### src/rtl/core/refractory_probability_filter_core_macros.svh
// ---------------------------------------------------------------------------
// Refractory probability filter assertion macros
// Shorthand for clocked, reset-qualified implication checks.
// ---------------------------------------------------------------------------
`ifndef REFRACTORY_PROBABILITY_FILTER_CORE_MACROS_SVH
`define REFRACTORY_PROBABILITY_FILTER_CORE_MACROS_SVH

// Same-cycle implication, sampled on clk and ignored while rst is high.
`define RPF_ASSERT_IMP(lbl, ante, cons, msg) \
  lbl: assert property (@(posedge clk) disable iff (rst) (ante) |-> (cons)) else $error(msg);

// Next-cycle implication, sampled on clk and ignored while rst is high.
`define RPF_ASSERT_NXT(lbl, ante, cons, msg) \
  lbl: assert property (@(posedge clk) disable iff (rst) (ante) |=> (cons)) else $error(msg);

`endif

### src/rtl/core/rpf_pkg.sv
// ---------------------------------------------------------------------------
// Refractory probability filter package
// Shared widths, constants, register indexes and types.
// ---------------------------------------------------------------------------
package rpf_pkg;

  localparam int unsigned TAPS_DEFAULT = 6;
  localparam int unsigned WEIGHT_REGS  = 6;

  localparam int unsigned PROB_W  = 16;
  localparam int unsigned TIU_W   = 3;
  localparam int unsigned IDX_W   = 3;
  localparam int unsigned DATA_W  = 16;
  localparam int unsigned PROD_W  = 2 * PROB_W;
  // Six products of two 16-bit values fit in 35 bits.
  localparam int unsigned SUM_W   = PROD_W + 3;
  localparam int unsigned DIFF_W  = SUM_W + 1;
  localparam int unsigned X_W     = DIFF_W + PROB_W + 1;
  // Nonnegative x at most one (2^45) plus the rounding half fits in 47 bits.
  localparam int unsigned RND_W   = 47;

  localparam logic [PROB_W-1:0] ONE_Q15 = PROB_W'(32768);
  localparam logic [DIFF_W-1:0] ONE_Q30 = DIFF_W'(64'd1 << 30);
  localparam logic [X_W-1:0]    ONE_X   = X_W'(64'd1 << 45);
  localparam logic [RND_W-1:0]  HALF_X  = RND_W'(64'd1 << 29);
  localparam int unsigned       FRAC_SHIFT = 30;

  typedef enum logic [IDX_W-1:0] {
    REG_TAPS_IN_USE = 3'd0,
    REG_WEIGHT_1    = 3'd1,
    REG_WEIGHT_2    = 3'd2,
    REG_WEIGHT_3    = 3'd3,
    REG_WEIGHT_4    = 3'd4,
    REG_WEIGHT_5    = 3'd5,
    REG_WEIGHT_6    = 3'd6
  } reg_index_t;

  typedef enum logic [1:0] {
    ST_IDLE,
    ST_SUM,
    ST_MUL,
    ST_OUT
  } state_t;

  typedef struct packed {
    logic clear;
    logic shift;
  } cell_ctrl_t;

endpackage

### src/rtl/core/rpf_cell.sv
// ---------------------------------------------------------------------------
// Refractory filter cell
// Holds one history entry and adds its weighted term to the passing sum.
// ---------------------------------------------------------------------------
module rpf_cell (
  input  logic                       clk,
  input  logic                       rst,
  input  rpf_pkg::cell_ctrl_t        ctrl,
  input  logic [rpf_pkg::PROB_W-1:0] hist_in,
  input  logic [rpf_pkg::PROB_W-1:0] weight,
  input  logic                       active,
  input  logic [rpf_pkg::SUM_W-1:0]  sum_in,
  output logic [rpf_pkg::PROB_W-1:0] hist,
  output logic [rpf_pkg::SUM_W-1:0]  sum_out
);
  import rpf_pkg::*;

  logic [PROD_W-1:0] term;

  assign term = active ? (weight * hist) : '0;

  always_ff @(posedge clk) begin
    if (rst) begin
      hist <= '0;
    end else if (ctrl.clear) begin
      hist <= '0;
    end else if (ctrl.shift) begin
      hist <= hist_in;
    end
  end

  // The partial sum moves one cell down the chain every cycle.
  always_ff @(posedge clk) begin
    sum_out <= sum_in + SUM_W'(term);
  end

endmodule

### config.mk
export PLATFORM = sky130hd
export DESIGN_NAME = rpf_cell
export DESIGN_NICKNAME = d
export VERILOG_FILES = /design/src/rtl/core/refractory_probability_filter_core_macros.svh /design/src/rtl/core/rpf_pkg.sv /design/src/rtl/core/rpf_cell.sv
export SDC_FILE = /design/constraint.sdc
export NUM_CORES = 1
export LEC_CHECK = 0
export ABC_AREA = 1
export BUFFER_PORTS_ARGS = -buffer_cell sky130_fd_sc_hd__buf_2
export CORE_MARGIN = 2
export CORE_UTILIZATION = 66
export DETAILED_ROUTE_END_ITERATION = 8
export PLACE_DENSITY = 0.91
export REMOVE_ABC_BUFFERS = 1
export SETUP_SLACK_MARGIN = 0.3
export SYNTH_ARGS = -nofsm -noshare
export SYNTH_HDL_FRONTEND = slang
export SYNTH_SLANG_ARGS = --single-unit
### constraint.sdc
create_clock -name clk -period 21.4 [get_ports clk]
set_input_delay 4.28 -clock clk [delete_from_list [all_inputs] [get_ports clk]]
set_output_delay 4.28 -clock clk [all_outputs]
set_load 0.005 [all_outputs]
==> results_tabular.tex <==
\begin{tabular}{lr}
\hline
Metric & Value \\
\hline
\multicolumn{2}{l}{\textbf{Timing}} \\
\quad Hold violation count in the final report & 0 \\
\quad Relative slew slack & 42.9\% \\
\quad Time the worst path needs with I/O delays and setup & 10.61 ns \\
\quad Max Clock Skew & 0.00736 ns \\
\quad Post-route fraction of the period consumed by the critical path & 49.6\% \\
\quad Highest clock rate & 0.0943 GHz \\
\quad RSZ-0062 raised after global routing & false \\
\quad Sum Neg Setup Slack & 0 ns \\
\quad Transition time at the pin with the least slew margin & 0.856 ns \\
\quad Setup violators final & 0 \\
\quad Final Slew Violations & 0 \\
\multicolumn{2}{l}{\textbf{Worst hold path}} \\
\quad Worst min-delay path class & reg2reg \\
\multicolumn{2}{l}{\textbf{Critical path}} \\
\quad Worst endpoint data arrival time & 10.83 ns \\
\quad Most common cell on crit path & sky130\_fd\_sc\_hd\_\_nand2\_1 \\
\quad Worst path required time & 21.62 ns \\
\quad Worst Setup Start Kind & primary input \\
\quad R2R setup slack & 14.18 ns \\
\quad CP peak stage delay & 0.57 ns \\
\quad Setup Crit Path Kind & in2reg \\
\quad CP endpoint kind & flop \\
\quad CP max FO & 16 \\
\quad Slowest cell on crit path & sky130\_fd\_sc\_hd\_\_fa\_1 \\
\multicolumn{2}{l}{\textbf{Yosys}} \\
\quad Fraction of post-synthesis cell area in the top cell type by area & 29.6\% \\
\quad Sequential element share of the synthesized area & 7.74\% \\
\quad Largest area contributor in the netlist & sky130\_fd\_sc\_hd\_\_fa\_1 \\
\quad Cell area after technology mapping & 0.0132 sq mm \\
\quad Cells after Synth & 1968 \\
\quad Count of different cell masters after synthesis & 33 \\
\quad Cell types occupying the most area after synthesis & sky130\_fd\_sc\_hd\_\_fa\_1 (30\%), sky130\_fd\_sc\_hd\_\_nand2\_1 (18\%), sky130\_fd\_sc\_hd\_\_inv\_1 (15\%) \\
\quad Count of warnings emitted by yosys & 0 \\
\quad Flops \& latches, synth & 51 \\
\quad Synthesized area per cell & 6.70 sq um \\
\multicolumn{2}{l}{\textbf{Placed design}} \\
\quad Inst Count DP & 2283 \\
\quad Detailed placer's ending HPWL & 30.4 mm \\
\quad Post-detailed-placement cell area & 0.0139 sq mm \\
\quad Count of buffers from port buffering & 122 \\
\quad Final weighted congestion in routability-driven placement & 1.02 \\
\multicolumn{2}{l}{\textbf{Global routing}} \\
\quad Via count of the first global-routing pass & 13032 \\
\quad Overall routing resource usage & 35.5\% \\
\quad Largest net degree at the start of global routing & 27 \\
\quad Antenna violations before repair & 0 \\
\quad Remaining global-route overflow & 0 \\
\quad Global-route wire length before repair & 61.0 mm \\
\multicolumn{2}{l}{\textbf{Route}} \\
\quad Average detailed-routed wire length per instance & 15.8 um \\
\quad Post-route DRC violation count & 0 \\
\quad Vias after detailed routing & 12332 \\
\quad Drt initial violations & 932 \\
\quad Residual antenna-violating net count after detailed routing & 0 \\
\quad DR vias/cell & 5.38 \\
\quad Drt first pass iters & 5 \\
\quad Total routed wirelength & 36.2 mm \\
\multicolumn{2}{l}{\textbf{Status}} \\
\quad Status & completed \\
\multicolumn{2}{l}{\textbf{Final layout}} \\
\quad Storage cell area & 0.00102 sq mm \\
\quad Multi-input logic area & 0.00995 sq mm \\
\quad Area added between synthesis and finish & 6.22\% \\
\quad Post-Layout Inst Area & 0.0140 sq mm \\
\quad Core utilization of the finished layout & 71.7\% \\
\quad Layout filler cell count & 1539 \\
\quad Share of post-route cells with drive strength above 1 & 9.28\% \\
\quad Post-layout net count & 2428 \\
\quad Non-filler instance count after layout & 2291 \\
\quad Antenna Cells & 0 \\
\multicolumn{2}{l}{\textbf{Clock tree}} \\
\quad Number of gates resized after CTS & 0 \\
\quad Number of hold buffers added after CTS & 0 \\
\quad Clock latency reported for the late side of the worst-skew pair & 0.31 ns \\
\quad Number of buffers created by CTS & 5 \\
\quad Number of sinks handled by clock tree synthesis & 51 \\
\quad Clock tree from TritonCTS & built \\
\quad Cell chosen for the clock root & sky130\_fd\_sc\_hd\_\_clkbuf\_16 \\
\quad Number of H-tree levels & 2 \\
\quad Maximum root-to-sink buffer count & 2 \\
\quad Post-CTS setup buffers & 0 \\
\quad Clock transition at the register clock pins on the worst setup and hold paths after CTS & 0.08 ns \\
\multicolumn{2}{l}{\textbf{Floorplan}} \\
\quad Die area & 0.0211 sq mm \\
\quad Std cell rows & 51 \\
\quad Starting density of the core & 67.5\% \\
\quad Height of the die & 145 um \\
\quad Die width & 145 um \\
\quad Core Footprint & 0.0195 sq mm \\
\quad Boundary pin count & 123 \\
\multicolumn{2}{l}{\textbf{Power and ir drop}} \\
\quad Overall power consumption & 0.518 mW \\
\quad Pwr per Cell Area & 37.0 mW/mm\^{}2 \\
\quad Leakage Power & 8.88 nW \\
\quad Peak VDD IR & 0.0508 mV \\
\multicolumn{2}{l}{\textbf{Run}} \\
\quad Count of maximum capacitance violations & 0 \\
\hline
\end{tabular}
power by group:
| part | internal, mW | switching, mW | total, mW |
|---|---|---|---|
| Clock | 0.0453 | 0.0456 | 0.0909 |
| Combinational | 0.108 | 0.192 | 0.300 |
| Sequential | 0.115 | 0.0120 | 0.127 |
| Total | 0.269 | 0.250 | 0.518 |
critical path, delay by kind of cell:
kind | cells | cell delay [ns]
simple gates | 12 | 1.22
buf+inv | 6 | 0.63
compound gates | 4 | 0.81
fa+ha+maj | 8 | 3.88
cell usage after synthesis (all sizes together):
cell	n
a21boi	2
a21o	1
a21oi	85
and2	2
buf	11
clkbuf	61
dfxtp	51
fa	195
ha	136
inv	517
nand2	651
nand2b	1
nand3	54
nand4	7
nor2	119
nor3	11
nor4	1
o21a	4
o21ai	25
o21bai	9
or2	1
xnor2	7
xor2	17
metrics by stage:
step	setup WS (ns)	hold slack [ns]
2_1_floorplan	11.72	0.645
3_3_place_gp	10.63	0.768
3_5_place_dp	10.55	0.799
4_1_cts	10.88	0.813
5_1_grt	10.37	0.869
6_report	10.79	0.838
routing by layer:
layer  wire (um)  vias to the layer above  global-route usage (%)  share of wire, %
li1            -                     5802                       -                 -
met1       14000                     5717                    43.8                39
met2       17600                      667                    61.6                49
met3        3160                      146                    6.24               8.7
met4        1510                        0                    14.9               4.2
met5           0                        -                       0                 0
cell type report:
| type | count | share of cell area (%) |
|---|---|---|
| Tap cell | 265 | 2.37 |
| Timing Repair Buffer | 122 | 4.36 |
| Multi-Input combinational cell | 1328 | 71.0 |
| Clock inverter | 3 | 0.205 |
| Clock buffer | 5 | 0.893 |
| Sequential cell | 51 | 7.29 |
| Inverter | 517 | 13.9 |
logic make-up (layout without fill, tap and decap cells):
kind of cell | Yosys count | in the layout | synth area share [%]
adders and majority gates | 331 | 331 | 42.5
DFF | 51 | 51 | 7.74
and+or+nand+nor | 847 | 847 | 26.1
xor gates and xnor gates | 24 | 24 | 1.59
AOI/OAI and AO/OA | 126 | 126 | 5.23
buffers and inverters | 589 | 647 | 16.8
final timing paths:
| path | start | end | cells past startpoint |
|---|---|---|---|
| setup reg to reg | hist[7] | sum_out[32] | 30 |
| hold reg to reg | hist[14] | hist[14] | 2 |
| setup / recovery | weight[11] | sum_out[31] | 30 |
| hold / removal | hist[14] | hist[14] | 2 |
state kept, by name, indices dropped and copies added (netlist names):
register	count
sum_out	35
hist	16
placed cells by master, fill, tap and decap left out, drive strengths merged:
cell / instances
a21oi: 85
nand2: 651
buf: 122
and2: 2
xor2: 17
ha: 136
inv: 520
dfxtp: 51
nand3: 54
xnor2: 7
a21o: 1
or2: 1
a21boi: 2
fa: 195
nor2: 119
nand4: 7
o21bai: 9
clkbuf: 5
nor3: 11
nor4: 1
nand2b: 1
o21ai: 25
o21a: 4
No activity file was read; power rests on OpenSTA's default activity.
